**src/expiring_slot_pool_allocator_assert.svh**
```systemverilog
// Assertion macros used by the allocator datapath module.
// Each macro expects clk and rst_n to be visible where it is used.
`ifndef EXPIRING_SLOT_POOL_ALLOCATOR_ASSERT_SVH
`define EXPIRING_SLOT_POOL_ALLOCATOR_ASSERT_SVH

// Consequent must hold in the same cycle as the antecedent.
`define ESPA_ASSERT_NOW(label, ante, cons, msg) \
  label: assert property (@(posedge clk) disable iff (!rst_n) (ante) |-> (cons)) \
    else $error(msg);

// Consequent must hold in the cycle after the antecedent.
`define ESPA_ASSERT_NEXT(label, ante, cons, msg) \
  label: assert property (@(posedge clk) disable iff (!rst_n) (ante) |=> (cons)) \
    else $error(msg);

`endif

```
**src/espa_pkg.sv**
```systemverilog
`timescale 1ns / 1ps

package espa_pkg;

  // Field widths fixed by the interface.
  localparam int LIMIT_W    = 9;
  localparam int LIFE_W     = 16;
  localparam int STEP_W     = 16;
  localparam int FRAC_W     = 16;
  localparam int TIME_W     = 32;
  localparam int OUT_IDX_W  = 8;
  localparam int LIVE_W     = 9;
  localparam int CFG_DATA_W = 16;
  localparam int CFG_IDX_W  = 2;

  // Configuration register indexes.
  localparam logic [CFG_IDX_W-1:0] CFG_SLOT_LIMIT   = 2'd0;
  localparam logic [CFG_IDX_W-1:0] CFG_MIN_LIFETIME = 2'd1;
  localparam logic [CFG_IDX_W-1:0] CFG_MAX_LIFETIME = 2'd2;

  // Command codes of an input word.
  localparam logic CMD_SPAWN   = 1'b0;
  localparam logic CMD_ADVANCE = 1'b1;

  localparam logic [LIMIT_W-1:0] SLOT_LIMIT_RESET = 9'd256;

  // Controller states.
  typedef enum logic [2:0] {
    ST_CLEAR,
    ST_IDLE,
    ST_DECODE,
    ST_SPAWN_WR,
    ST_SCAN,
    ST_SCAN_END
  } state_t;

  // Commands from the controller to the datapath.
  typedef struct packed {
    logic clear;
    logic latch;
    logic spawn_rd;
    logic spawn_wr;
    logic advance;
    logic scan_start;
    logic scan_rd;
    logic emit;
    logic emit_acc;
  } ctrl_cmd_t;

  // Status from the datapath to the controller.
  typedef struct packed {
    logic clr_last;
    logic is_spawn;
    logic spawn_ok;
    logic scan_ok;
    logic scan_last;
  } dp_status_t;

endpackage

```
**src/espa_ctrl.sv**
```systemverilog
`timescale 1ns / 1ps

module espa_ctrl import espa_pkg::*; (
  input  logic       clk,
  input  logic       rst_n,
  input  logic       start,
  input  dp_status_t status,
  output ctrl_cmd_t  cmd,
  output logic       busy
);

  state_t state_r;
  state_t state_nxt;

  // State register; reset enters the clearing pass.
  always_ff @(posedge clk) begin
    if (!rst_n) begin
      state_r <= ST_CLEAR;
    end else begin
      state_r <= state_nxt;
    end
  end

  // Next state and datapath commands.
  always_comb begin
    state_nxt = state_r;
    cmd       = '0;
    case (state_r)
      ST_CLEAR: begin
        cmd.clear = 1'b1;
        if (status.clr_last) begin
          state_nxt = ST_IDLE;
        end
      end
      ST_IDLE: begin
        if (start) begin
          cmd.latch = 1'b1;
          state_nxt = ST_DECODE;
        end
      end
      ST_DECODE: begin
        if (status.is_spawn) begin
          if (status.spawn_ok) begin
            cmd.spawn_rd = 1'b1;
            state_nxt    = ST_SPAWN_WR;
          end else begin
            cmd.emit  = 1'b1;
            state_nxt = ST_IDLE;
          end
        end else begin
          cmd.advance = 1'b1;
          if (status.scan_ok) begin
            cmd.scan_start = 1'b1;
            state_nxt      = ST_SCAN;
          end else begin
            cmd.emit  = 1'b1;
            state_nxt = ST_IDLE;
          end
        end
      end
      ST_SPAWN_WR: begin
        cmd.spawn_wr = 1'b1;
        cmd.emit     = 1'b1;
        cmd.emit_acc = 1'b1;
        state_nxt    = ST_IDLE;
      end
      ST_SCAN: begin
        cmd.scan_rd = 1'b1;
        if (status.scan_last) begin
          state_nxt = ST_SCAN_END;
        end
      end
      ST_SCAN_END: begin
        // The last slot read is tallied in this cycle.
        cmd.emit  = 1'b1;
        state_nxt = ST_IDLE;
      end
      default: begin
        state_nxt = ST_IDLE;
      end
    endcase
  end

  assign busy = (state_r != ST_IDLE);

endmodule

```
**config.mk**
```make
export PLATFORM = sky130hd
export DESIGN_NAME = espa_ctrl
export DESIGN_NICKNAME = d
export VERILOG_FILES = /design/src/expiring_slot_pool_allocator_assert.svh /design/src/espa_pkg.sv /design/src/espa_ctrl.sv
export SDC_FILE = /design/constraint.sdc
export NUM_CORES = 1
export LEC_CHECK = 0
export BUFFER_PORTS_ARGS = -buffer_cell sky130_fd_sc_hd__buf_4
export CAP_MARGIN = 20
export CELL_PAD_IN_SITES_DETAIL_PLACEMENT = 0
export CELL_PAD_IN_SITES_GLOBAL_PLACEMENT = 1
export CORE_AREA = 2 2 39 41
export CTS_BUF_LIST = sky130_fd_sc_hd__clkbuf_4 sky130_fd_sc_hd__clkbuf_8 sky130_fd_sc_hd__clkbuf_16
export DETAILED_ROUTE_END_ITERATION = 10
export DIE_AREA = 0 0 41 43
export GPL_TIMING_DRIVEN = 0
export HOLD_SLACK_MARGIN = 0.05
export PLACE_DENSITY_LB_ADDON = 0.1
export REMOVE_ABC_BUFFERS = 1
export SETUP_SLACK_MARGIN = 0.02
export SLEW_MARGIN = 30
export SYNTH_ARGS = -nofsm -noshare
export SYNTH_HDL_FRONTEND = slang
export SYNTH_SLANG_ARGS = --single-unit
```
**constraint.sdc**
```tcl
create_clock -name clk -period 1.6 [get_ports clk]
set_input_delay 0.32 -clock clk [delete_from_list [all_inputs] [get_ports clk]]
set_output_delay 0.32 -clock clk [all_outputs]
set_load 0.01 [all_outputs]
```
# Word-level counts from Yosys, hierarchy flattened

Index checks and enable logic that the tools add are counted.

Eq/ne operators: 9
Muxes and demuxes: 22
Reductions and logical operators: 3

Operator list:

| operator                                      | number |
|---|---|
| 2-to-1 mux 3 bit                              | 5 |
| 2-to-1 mux 1 bit                              | 12 |
| one-hot mux 3 bit (4 select lines)            | 1 |
| == test 3 x 2 -> 1 bit, second input constant | 2 |
| == test 3 bit, second input constant          | 2 |
| 2-to-1 mux 2 bit                              | 3 |
| != test 2 bit, second input constant          | 3 |
| == test 3 x 1 -> 1 bit, second input constant | 1 |
| zero test 3 bit                               | 1 |
| != test 3 x 1 -> 1 bit, second input constant | 1 |
| AND reduction 3 bit                           | 1 |
| one-hot mux 1 bit (2 select lines)            | 1 |
| OR reduction 2 bit                            | 1 |

Bits in registers: 3
Input port bits: 8
Output and inout bits: 10
Logic and storage cells: 35

# Logic depth before layout (Yosys ltp)

Gate-level depths: netlist of run 1.

Depth in word-level cells: 3
Depth in mapped cells: 4
Gate-level depth less buffers: 3

# Worst setup path before layout of run 1

OpenSTA, ideal clock, no wires.

Path kind: flip-flop to output port
Start point: register state_r[0]
End point: output cmd[5] in the netlist's numbering
Data arrival time: 0.876 ns
Required time: 1.280 ns
Path slack: 0.404 ns
Stages on the path, launching flop included: 5
Path buffers: 2
Path through: dfxtp_1 > buf_12 > inv_1 > nor2_1 > buf_4

RTL lines:

| item                     | line            | source |
|---|---|---|
| start: declaration       | espa_ctrl.sv:12 | `state_t state_r;` |
| start signal: assignment | espa_ctrl.sv:20 | `state_r <= state_nxt;` |
| end: declaration         | espa_ctrl.sv:8  | `output ctrl_cmd_t cmd,` |

==> impl_metrics.xml, run 1 <==
<?xml version="1.0" encoding="UTF-8"?>
<metrics>
  <group name="layout">
    <metric name="num-fill-cells" unit="">154</metric>
    <metric name="seqCellArea" unit="um^2">65.1</metric>
    <metric name="register_ranked_first_by_flip_flop_count" unit="">state_r</metric>
    <metric name="layout-area-overhead-vs-synth" unit="%">63.1</metric>
    <metric name="instances_no_fill" unit="">63</metric>
    <metric name="layout_top_registers" unit="">state_r x3</metric>
    <metric name="final_nets" unit="">56</metric>
    <metric name="n_antenna_cell" unit="">0</metric>
    <metric name="largest_register_ffs" unit="">3</metric>
    <metric name="mostFrequentLayoutCell" unit="">buf_4</metric>
    <metric name="drive_above_1_share" unit="">0.553</metric>
    <metric name="multi_input_comb_area" unit="um^2">151</metric>
    <metric name="utilization" unit="">0.288</metric>
    <metric name="layout_common_cells" unit="">buf_4 (17), nor3_1 (4), clkbuf_4 (4)</metric>
  </group>
  <group name="sta">
    <metric name="period_minus_slack" unit="ns">1.49</metric>
    <metric name="hold_violations" unit="">0</metric>
    <metric name="period_share" unit="">0.933</metric>
    <metric name="final-setup-viol-count" unit="">0</metric>
    <metric name="worst_clock_skew" unit="ns">0.00300</metric>
    <metric name="final.setup.worst_slack" unit="ns">0.107</metric>
    <metric name="drv_slew" unit="">0</metric>
    <metric name="worst_slew_margin_rel" unit="">0.724</metric>
    <metric name="timing.hold.ws" unit="ns">0.309</metric>
    <metric name="worst-slew-pin-transition" unit="ns">0.403</metric>
    <metric name="max_clock_freq" unit="GHz">0.670</metric>
    <metric name="rsz0062_at_grt" unit="">yes</metric>
  </group>
  <group name="power_and_ir_drop">
    <metric name="vdd.ir_drop.worst" unit="V">0.000270</metric>
    <metric name="power" unit="uW">305</metric>
    <metric name="power_density" unit="nW/um^2">765</metric>
    <metric name="leakagePower" unit="nW">0.177</metric>
  </group>
  <group name="synth">
    <metric name="synth_area" unit="um^2">244</metric>
    <metric name="synthesis.yosys.warnings" unit="">0</metric>
    <metric name="synth.distinct_cells" unit="">20</metric>
    <metric name="avgSynthCellArea" unit="um^2">8.41</metric>
    <metric name="synth_cells" unit="">29</metric>
    <metric name="yosysSeqAreaShare" unit="">0.246</metric>
    <metric name="yosys_register_bits" unit="">3</metric>
  </group>
  <group name="global_route">
    <metric name="grt_pass1_wl" unit="um">931</metric>
    <metric name="number_of_antenna_violations_at_the_first_check_in_global_routing" unit="">0</metric>
    <metric name="number_of_global_route_vias_before_repair" unit="">226</metric>
    <metric name="track_usage" unit="">0.0822</metric>
    <metric name="grt_start_max_net_pins" unit="">12</metric>
    <metric name="gr-total-overflow" unit="">0</metric>
  </group>
  <group name="placed_design">
    <metric name="hpwl" unit="um">512</metric>
    <metric name="numPlacedInstances" unit="">59</metric>
    <metric name="routabilityCongestion" unit="">0.645</metric>
    <metric name="io_buffer_count" unit="">17</metric>
    <metric name="pre_cts_ws" unit="ns">0.209</metric>
  </group>
  <group name="critical_path">
    <metric name="crit_fanout" unit="">9</metric>
    <metric name="critPathCaptureType" unit="">output pin</metric>
    <metric name="worst-endpoint-arrival" unit="ns">1.17</metric>
    <metric name="cp_data_required_time" unit="ns">1.28</metric>
    <metric name="path_class" unit="">reg -&gt; out</metric>
    <metric name="critical_path.startpoint_type" unit="">flip-flop</metric>
  </group>
  <group name="run">
    <metric name="maxCapViolCount" unit="">0</metric>
  </group>
  <group name="drt">
    <metric name="via_count" unit="">265</metric>
    <metric name="dr_pass1_iterations" unit="">2</metric>
    <metric name="drt-wirelength-per-cell" unit="um">10.6</metric>
    <metric name="drt_iter0_markers" unit="">1</metric>
    <metric name="routed_wirelength" unit="um">670</metric>
    <metric name="antenna_violating_nets_post_route" unit="">0</metric>
    <metric name="detail_route.drc_violations" unit="">0</metric>
    <metric name="avgViaCountPerCell" unit="">4.21</metric>
  </group>
  <group name="floorplanning">
    <metric name="die_width" unit="um">41</metric>
    <metric name="die_height" unit="um">43</metric>
    <metric name="fp.coreArea" unit="um^2">1380</metric>
    <metric name="initial_utilization" unit="">0.176</metric>
    <metric name="die-area" unit="um^2">1760</metric>
    <metric name="fp-row-count" unit="">14</metric>
    <metric name="top_level_ports" unit="">18</metric>
  </group>
  <group name="clock_network">
    <metric name="cts_inserted_buffers" unit="">3</metric>
    <metric name="clock_tree.buffer_depth" unit="">2</metric>
    <metric name="cts_hold_repair.buffers" unit="">0</metric>
    <metric name="post-cts-setup-buffer-count" unit="">0</metric>
    <metric name="clock-root-buffer" unit="">clkbuf_4</metric>
    <metric name="clock_sinks" unit="">3</metric>
    <metric name="worst_setup_hold_path_clk_slew" unit="ns">0.03</metric>
    <metric name="cts_tree" unit="">yes</metric>
    <metric name="cts_htree_levels" unit="">1</metric>
    <metric name="worstSkewPairLatency" unit="ns">0.23</metric>
  </group>
  <group name="status">
    <metric name="outcome" unit="">completed</metric>
  </group>
  <group name="hold_path">
    <metric name="hold_path_class" unit="">in -&gt; reg</metric>
  </group>
</metrics>
[worst paths after layout]
kind	depth (start not counted)	startpoint	slack, ns	end
setup / recovery	3	state_r[2]$_SDFFE_PN0P_	0.11	cmd[3]
hold / removal	2	rst_n	0.31	state_r[2]$_SDFFE_PN0P_
setup reg to reg	3	state_r[2]$_SDFFE_PN0P_	0.41	state_r[0]$_SDFFE_PN0P_
hold reg to reg	1	state_r[2]$_SDFFE_PN0P_	0.66	state_r[1]$_SDFFE_PN0P_
[cell type report]
cell class,instances,area share
clock buffer,4,0.0755
inverter,1,0.00943
multi-input combinational,22,0.381
sequential,3,0.164
tap,16,0.0503
timing repair buffer,17,0.321
[critical path, stage by stage (launching register included)]
cell and delay, ns:
dfxtp_1 0.37, nand2b_4 0.20, nor3_4 0.21, buf_4 0.16
[cell families (layout without fill, tap and decap cells)]
logic type,Yosys count,after routing,synth area share
AOI/OAI and AO/OA,5,5,0.138
DFF,3,3,0.246
and+or+nand+nor,17,17,0.456
buffers and inverters,4,22,0.159
[where the power goes]
part           total [mW]  internal [mW]  switching [mW]
Sequential         0.0923         0.0801          0.0122
Combinational      0.0632         0.0371          0.0261
Clock               0.149          0.110          0.0388
Total               0.305          0.227          0.0771
[metal layers]
layer | GRT usage | routed length [um]
met1 | 0.0958 | 281
met2 | 0.106 | 295
met3 | 0.0314 | 77
met4 | 0.0800 | 15
met5 | 0 | 0
[Yosys cell counts (all sizes together)]
cell type,number,area [um^2]
nor3,5,30.0
buf,3,35.0
dfxtp,3,60.1
nand2,3,11.3
nand2b,2,20.0
o22ai,2,12.5
a2111oi,1,8.76
a21oi,1,5.00
and3b,1,10.0
inv,1,3.75
nor2,1,3.75
nor2b,1,6.26
nor3b,1,7.51
nor4b,1,8.76
o21a,1,7.51
or2b,1,7.51
or3,1,6.26
[timing repair]
action                                 in CTS  in global routing
setup endpoints to repair                   3                  2
gates resized for setup                     2                  2
endpoints found under the hold margin       0                  0
[metrics by stage]
step                instance area, um^2  TNS (ns)
global route                        398  -0.00243
floorplan                           209         0
detailed placement                  357         0
CTS                                 389         0
finish                              398         0
global placement                    357         0
(Power assumes the default switching activity.)
==> run 2: changes to the inputs <==
- BUFFER_PORTS_ARGS: -buffer_cell sky130_fd_sc_hd__buf_4 -> -buffer_cell sky130_fd_sc_hd__buf_2
- CORE_AREA: 2 2 39 41 -> 8 8 45 47
- DIE_AREA: 0 0 41 43 -> 0 0 53 55
==> run 2 against run 1 <==
Net effect:
- critical endpoint is now cmd[7]
- clock skew is 0.0012 ns lower
- combinational power shrank 17%
- total power is 2.4% lower
- via count is 2.3% higher
- critical path type unchanged
- flip-flop and latch count did not move
==> impl_metrics.xml, run 2 (synthesized netlist as in run 1, its figures left out) <==
<?xml version="1.0" encoding="UTF-8"?>
<metrics>
  <group name="placed_design">
    <metric name="numPlacedInstances" unit="">59</metric>
    <metric name="pre_cts_ws" unit="ns">0.183</metric>
    <metric name="routabilityCongestion" unit="">0.661</metric>
    <metric name="io_buffer_count" unit="">17</metric>
    <metric name="hpwl" unit="um">609</metric>
  </group>
  <group name="clock_network">
    <metric name="cts_htree_levels" unit="">1</metric>
    <metric name="clock_tree.buffer_depth" unit="">2</metric>
    <metric name="cts_hold_repair.buffers" unit="">0</metric>
    <metric name="clock_sinks" unit="">3</metric>
    <metric name="post-cts-setup-buffer-count" unit="">0</metric>
    <metric name="worstSkewPairLatency" unit="ns">0.24</metric>
    <metric name="worst_setup_hold_path_clk_slew" unit="ns">0.04</metric>
    <metric name="cts_tree" unit="">yes</metric>
    <metric name="cts_inserted_buffers" unit="">3</metric>
    <metric name="clock-root-buffer" unit="">clkbuf_4</metric>
  </group>
  <group name="status">
    <metric name="outcome" unit="">completed</metric>
  </group>
  <group name="critical_path">
    <metric name="max_stage_delay" unit="ns">0.45</metric>
    <metric name="cp_data_required_time" unit="ns">1.28</metric>
    <metric name="regToRegSetupSlack" unit="ns">0.42</metric>
    <metric name="timing.reg2reg.worst_path_depth" unit="">3</metric>
    <metric name="critical_path.reg2reg.endpoint" unit="">state_r[0]$_SDFFE_PN0P_</metric>
    <metric name="crit_slowest_cell" unit="">dfxtp_2</metric>
    <metric name="crit-reg2reg-launch" unit="">state_r[2]$_SDFFE_PN0P_</metric>
    <metric name="critical_path.startpoint_type" unit="">flip-flop</metric>
    <metric name="timing.critical_path.cells" unit="">nand2_1, nor3_1, buf_2</metric>
    <metric name="worst-endpoint-arrival" unit="ns">1.21</metric>
    <metric name="crit_fanout" unit="">11</metric>
    <metric name="path_class" unit="">reg -&gt; out</metric>
    <metric name="critPathCaptureType" unit="">output pin</metric>
  </group>
  <group name="sta">
    <metric name="worst-slew-pin-transition" unit="ns">0.406</metric>
    <metric name="totalNegativeSetupSlack" unit="ns">0</metric>
    <metric name="final-setup-viol-count" unit="">0</metric>
    <metric name="period_share" unit="">0.955</metric>
    <metric name="max_clock_freq" unit="GHz">0.655</metric>
    <metric name="hold_violations" unit="">0</metric>
    <metric name="period_minus_slack" unit="ns">1.53</metric>
    <metric name="rsz0062_at_grt" unit="">yes</metric>
    <metric name="final.setup.worst_slack" unit="ns">0.0726</metric>
    <metric name="worst_slew_margin_rel" unit="">0.722</metric>
    <metric name="drv_slew" unit="">0</metric>
    <metric name="worst_clock_skew" unit="ns">0.00176</metric>
  </group>
  <group name="global_route">
    <metric name="number_of_global_route_vias_before_repair" unit="">253</metric>
    <metric name="number_of_antenna_violations_at_the_first_check_in_global_routing" unit="">0</metric>
    <metric name="gr-total-overflow" unit="">0</metric>
    <metric name="grt_start_max_net_pins" unit="">12</metric>
    <metric name="grt_pass1_wl" unit="um">1130</metric>
    <metric name="track_usage" unit="">0.0557</metric>
  </group>
  <group name="drt">
    <metric name="antenna_violating_nets_post_route" unit="">0</metric>
    <metric name="drt_iter0_markers" unit="">1</metric>
    <metric name="routed_wirelength" unit="um">805</metric>
    <metric name="dr_pass1_iterations" unit="">3</metric>
    <metric name="avgViaCountPerCell" unit="">4.30</metric>
    <metric name="via_count" unit="">271</metric>
    <metric name="drt-wirelength-per-cell" unit="um">12.8</metric>
    <metric name="detail_route.drc_violations" unit="">0</metric>
  </group>
  <group name="layout">
    <metric name="layout-area-overhead-vs-synth" unit="%">44.6</metric>
    <metric name="drive_above_1_share" unit="">0.553</metric>
    <metric name="mostFrequentLayoutCell" unit="">buf_2</metric>
    <metric name="layout_top_registers" unit="">state_r x3</metric>
    <metric name="utilization" unit="">0.255</metric>
    <metric name="instances_no_fill" unit="">63</metric>
    <metric name="largest_register_ffs" unit="">3</metric>
    <metric name="num-fill-cells" unit="">171</metric>
    <metric name="final_nets" unit="">56</metric>
    <metric name="n_antenna_cell" unit="">0</metric>
    <metric name="layout_common_cells" unit="">buf_2 (17), nor3_1 (4), clkbuf_4 (4)</metric>
    <metric name="register_ranked_first_by_flip_flop_count" unit="">state_r</metric>
  </group>
  <group name="power_and_ir_drop">
    <metric name="power_density" unit="nW/um^2">843</metric>
    <metric name="vdd.ir_drop.worst" unit="V">0.000303</metric>
    <metric name="leakagePower" unit="nW">0.169</metric>
  </group>
  <group name="floorplanning">
    <metric name="fp.coreArea" unit="um^2">1380</metric>
    <metric name="top_level_ports" unit="">18</metric>
    <metric name="fp-row-count" unit="">14</metric>
    <metric name="die-area" unit="um^2">2920</metric>
    <metric name="die_width" unit="um">53</metric>
    <metric name="die_height" unit="um">55</metric>
    <metric name="initial_utilization" unit="">0.176</metric>
  </group>
  <group name="hold_path">
    <metric name="hp-start" unit="">rst_n</metric>
    <metric name="holdPathEnd" unit="">state_r[2]$_SDFFE_PN0P_</metric>
    <metric name="hold_depth" unit="">2</metric>
    <metric name="hold_path_class" unit="">in -&gt; reg</metric>
  </group>
  <group name="run">
    <metric name="maxCapViolCount" unit="">0</metric>
  </group>
</metrics>
[run 2: cell counts in the layout (fill, tap and decap cells not counted)]
No cell type changed its count.
[run 2: report_power, final]
part / switching (mW) / internal (mW)
logic: 0.0258 / 0.0265
clock network: 0.0415 / 0.110
registers: 0.0128 / 0.0803
total: 0.0800 / 0.217
[run 2: repair_timing]
item,CTS,global route
gates resized for setup,2,1
pin swaps,0,0
endpoints found under the setup margin,3,3
[run 2: worst max path at each step]
stage	from	cells after the start	end
after global placement	status[3]	4	cmd[3]
after global routing	state_r[0]$_SDFFE_PN0P_	3	cmd[7]
after CTS	state_r[2]$_SDFFE_PN0P_	3	cmd[3]
after floorplan	state_r[0]$_SDFFE_PN0P_	2	busy
after detailed placement	status[3]	4	cmd[3]
final	state_r[0]$_SDFFE_PN0P_	3	cmd[7]
[run 2: layer usage]
metal	up-vias	track usage	part of all wire	routed length [um]
met1	113	0.0608	0.47	382
met3	2	0.0321	0.13	105
met5	-	0	0	0
li1	141	-	-	-
met4	0	0.0517	0.024	19
met2	15	0.0742	0.37	299
[run 2: area by class of cell]
cell class                 instances  area, um^2  share of cell area
clock buffer                       4        30.0              0.0851
inverter                           1        3.75              0.0106
tap                               16        20.0              0.0567
multi-input combinational         22         151               0.429
timing repair buffer              17        85.1               0.241
sequential                         3        62.6               0.177
[run 2: stage by stage]
stage / hold WS, ns / total power, mW / cell area, um^2
2_1_floorplan: 0.438 / 0.118 / 209
3_3_place_gp: 0.553 / 0.143 / 314
3_5_place_dp: 0.561 / 0.144 / 314
4_1_cts: 0.313 / 0.303 / 347
5_1_grt: 0.324 / 0.318 / 353
6_report: 0.318 / 0.297 / 353
[run 2: critical path: cells and delay by family, from the launching register on]
| family | cells | cell delay [ns] |
|---|---|---|
| simple gates | 2 | 0.33 |
| flops | 1 | 0.45 |
| buf+inv | 1 | 0.19 |
==> run 3: changes to the inputs <==
==> constraint.sdc (replaced) <==
create_clock -name clk -period 1.6 [get_ports clk]
set_input_delay 0 -clock clk [delete_from_list [all_inputs] [get_ports clk]]
set_output_delay 0 -clock clk [all_outputs]
set_load 0.01 [all_outputs]
==> run 3 against run 2 <==
Net effect:
- cell count up 1.6%
- first-iteration DRC count rose to 4.0 times the previous value
- sequential power shrank 2%
- critical path type unchanged
- largest power group unchanged
==> impl_metrics.xml, run 3 (synthesized netlist as in run 1, its figures left out) <==
<?xml version="1.0" encoding="UTF-8"?>
<metrics>
  <group name="sta">
    <metric name="worst_slew_margin_rel" unit="">0.723</metric>
    <metric name="period_minus_slack" unit="ns">1.32</metric>
    <metric name="worst_clock_skew" unit="ns">0.00174</metric>
    <metric name="timing.hold.ws" unit="ns">0.213</metric>
    <metric name="worst-slew-pin-transition" unit="ns">0.405</metric>
    <metric name="rsz0062_at_grt" unit="">no</metric>
    <metric name="max_clock_freq" unit="GHz">0.760</metric>
    <metric name="final-setup-viol-count" unit="">0</metric>
    <metric name="hold_violations" unit="">0</metric>
    <metric name="totalNegativeSetupSlack" unit="ns">0</metric>
    <metric name="period_share" unit="">0.822</metric>
    <metric name="drv_slew" unit="">0</metric>
  </group>
  <group name="floorplanning">
    <metric name="top_level_ports" unit="">18</metric>
    <metric name="fp.coreArea" unit="um^2">1380</metric>
    <metric name="die_height" unit="um">55</metric>
    <metric name="die_width" unit="um">53</metric>
    <metric name="initial_utilization" unit="">0.176</metric>
    <metric name="fp-row-count" unit="">14</metric>
    <metric name="die-area" unit="um^2">2920</metric>
  </group>
  <group name="critical_path">
    <metric name="critical_path_cell_count" unit="">3</metric>
    <metric name="critical_path.startpoint_type" unit="">flip-flop</metric>
    <metric name="timing.reg2reg.worst_path_depth" unit="">3</metric>
    <metric name="crit-reg2reg-launch" unit="">state_r[2]$_SDFFE_PN0P_</metric>
    <metric name="critical_path.reg2reg.endpoint" unit="">state_r[0]$_SDFFE_PN0P_</metric>
    <metric name="worst-endpoint-arrival" unit="ns">1.32</metric>
    <metric name="crit_fanout" unit="">9</metric>
    <metric name="timing.critical_path.cells" unit="">nand2b_4, nor3_2, buf_2</metric>
    <metric name="critPathCaptureType" unit="">output pin</metric>
    <metric name="regToRegSetupSlack" unit="ns">0.43</metric>
    <metric name="path_class" unit="">reg -&gt; out</metric>
    <metric name="max_stage_delay" unit="ns">0.52</metric>
    <metric name="cpLargestDelayFamily" unit="">flip-flops</metric>
    <metric name="cp_data_required_time" unit="ns">1.60</metric>
    <metric name="combined_buffer_and_inverter_count_along_the_critical_path" unit="">1</metric>
    <metric name="crit_slowest_cell" unit="">dfxtp_1</metric>
  </group>
  <group name="layout">
    <metric name="register_ranked_first_by_flip_flop_count" unit="">state_r</metric>
    <metric name="layout-area-overhead-vs-synth" unit="%">45.1</metric>
    <metric name="multi_input_comb_area" unit="um^2">145</metric>
    <metric name="seqCellArea" unit="um^2">60.1</metric>
    <metric name="mostFrequentLayoutCell" unit="">buf_2</metric>
    <metric name="layout_common_cells" unit="">buf_2 (17), nor3_1 (4), clkbuf_4 (4)</metric>
    <metric name="layout_top_registers" unit="">state_r x3</metric>
    <metric name="final_nets" unit="">57</metric>
    <metric name="utilization" unit="">0.256</metric>
    <metric name="n_antenna_cell" unit="">0</metric>
    <metric name="drive_above_1_share" unit="">0.500</metric>
    <metric name="num-fill-cells" unit="">171</metric>
    <metric name="largest_register_ffs" unit="">3</metric>
    <metric name="final_cell_area" unit="um^2">354</metric>
  </group>
  <group name="placed_design">
    <metric name="io_buffer_count" unit="">17</metric>
    <metric name="routabilityCongestion" unit="">0.661</metric>
    <metric name="dpl_cell_area" unit="um^2">314</metric>
    <metric name="hpwl" unit="um">609</metric>
  </group>
  <group name="drt">
    <metric name="antenna_violating_nets_post_route" unit="">0</metric>
    <metric name="avgViaCountPerCell" unit="">4.28</metric>
    <metric name="dr_pass1_iterations" unit="">3</metric>
    <metric name="met2_wirelength" unit="um">315</metric>
    <metric name="drt_iter0_markers" unit="">4</metric>
    <metric name="drt-wirelength-per-cell" unit="um">12.2</metric>
    <metric name="via_count" unit="">274</metric>
    <metric name="detail_route.drc_violations" unit="">0</metric>
    <metric name="routed_wirelength" unit="um">783</metric>
    <metric name="wl_met1" unit="um">344</metric>
    <metric name="dr.max_layer_used" unit="">met4</metric>
    <metric name="routed-wl-met3" unit="um">105</metric>
  </group>
  <group name="clock_network">
    <metric name="cts_inserted_buffers" unit="">3</metric>
    <metric name="clock-root-buffer" unit="">clkbuf_4</metric>
    <metric name="clock_tree.buffer_depth" unit="">2</metric>
    <metric name="cts_tree" unit="">yes</metric>
    <metric name="cts_hold_repair.buffers" unit="">1</metric>
    <metric name="worst_setup_hold_path_clk_slew" unit="ns">0.04</metric>
    <metric name="clock_sinks" unit="">3</metric>
    <metric name="post-cts-setup-buffer-count" unit="">0</metric>
    <metric name="cts_htree_levels" unit="">1</metric>
    <metric name="worstSkewPairLatency" unit="ns">0.23</metric>
    <metric name="cts.repair.resized" unit="">0</metric>
  </group>
  <group name="global_route">
    <metric name="track_usage" unit="">0.0552</metric>
    <metric name="number_of_global_route_vias_before_repair" unit="">251</metric>
    <metric name="gr-total-overflow" unit="">0</metric>
    <metric name="grt_start_max_net_pins" unit="">12</metric>
    <metric name="grt_pass1_wl" unit="um">1120</metric>
    <metric name="number_of_antenna_violations_at_the_first_check_in_global_routing" unit="">0</metric>
  </group>
  <group name="hold_path">
    <metric name="hold_path_class" unit="">in -&gt; reg</metric>
    <metric name="hold_depth" unit="">3</metric>
    <metric name="holdPathEnd" unit="">state_r[0]$_SDFFE_PN0P_</metric>
    <metric name="hp-start" unit="">status[0]</metric>
  </group>
  <group name="power_and_ir_drop">
    <metric name="power_report.internal_total" unit="uW">218</metric>
    <metric name="power" unit="uW">295</metric>
    <metric name="power.share.sequential" unit="">0.308</metric>
    <metric name="vdd.ir_drop.worst" unit="V">0.000303</metric>
    <metric name="power_frac_comb" unit="">0.179</metric>
    <metric name="leakagePower" unit="nW">0.169</metric>
    <metric name="power.switching" unit="uW">77.7</metric>
    <metric name="power.share.switching" unit="">0.263</metric>
    <metric name="power_density" unit="nW/um^2">834</metric>
    <metric name="power_frac_clock" unit="">0.513</metric>
  </group>
  <group name="status">
    <metric name="outcome" unit="">completed</metric>
  </group>
  <group name="run">
    <metric name="maxCapViolCount" unit="">0</metric>
  </group>
</metrics>
==> run 3: worst max-delay path by stage <==
stage	from	slack [ns]	to
CTS	state_r[1]$_SDFFE_PN0P_	0.25	cmd[3]
global route	state_r[1]$_SDFFE_PN0P_	0.18	cmd[3]
finish	state_r[1]$_SDFFE_PN0P_	0.28	cmd[3]
floorplan	state_r[0]$_SDFFE_PN0P_	0.49	state_r[0]$_SDFFE_PN0P_
global placement	state_r[2]$_SDFFE_PN0P_	0.43	state_r[0]$_SDFFE_PN0P_
detailed placement	state_r[2]$_SDFFE_PN0P_	0.40	state_r[0]$_SDFFE_PN0P_
==> run 3: through the flow <==
step	cells	worst slack (ns)
after floorplan	26	0.490
after global placement	59	0.430
after detailed placement	59	0.399
after CTS	64	0.253
after global routing	64	0.184
final	64	0.285
==> run 3: power groups by stage <==
stage	Clock (mW)	Combinational, mW	Sequential, mW
floorplan	0	0.0289	0.0889
global placement	0	0.0513	0.0917
detailed placement	0	0.0518	0.0922
CTS	0.159	0.0539	0.0910
global route	0.166	0.0586	0.0917
finish	0.152	0.0529	0.0910
==> run 3: cell type report <==
| cell class | count | area share |
|---|---|---|
| flip-flops and latches | 3 | 0.170 |
| inverters | 1 | 0.0106 |
| well taps | 16 | 0.0565 |
| clock buffers | 4 | 0.0848 |
| repair buffers | 18 | 0.269 |
| multi-input cells | 22 | 0.410 |
==> run 3: worst reg2reg max path, cell delays in order, from the launching register on <==
cell	delay (ns)
dfxtp_1	0.46
nor2b_1	0.08
a2111oi_0	0.42
nor4b_1	0.09
==> run 3: layer usage <==
metal  track usage  vias to the layer above
met3        0.0321                        2
met4        0.0517                        0
met5             0                        -
met2        0.0762                       15
met1        0.0578                      116
li1              -                      141
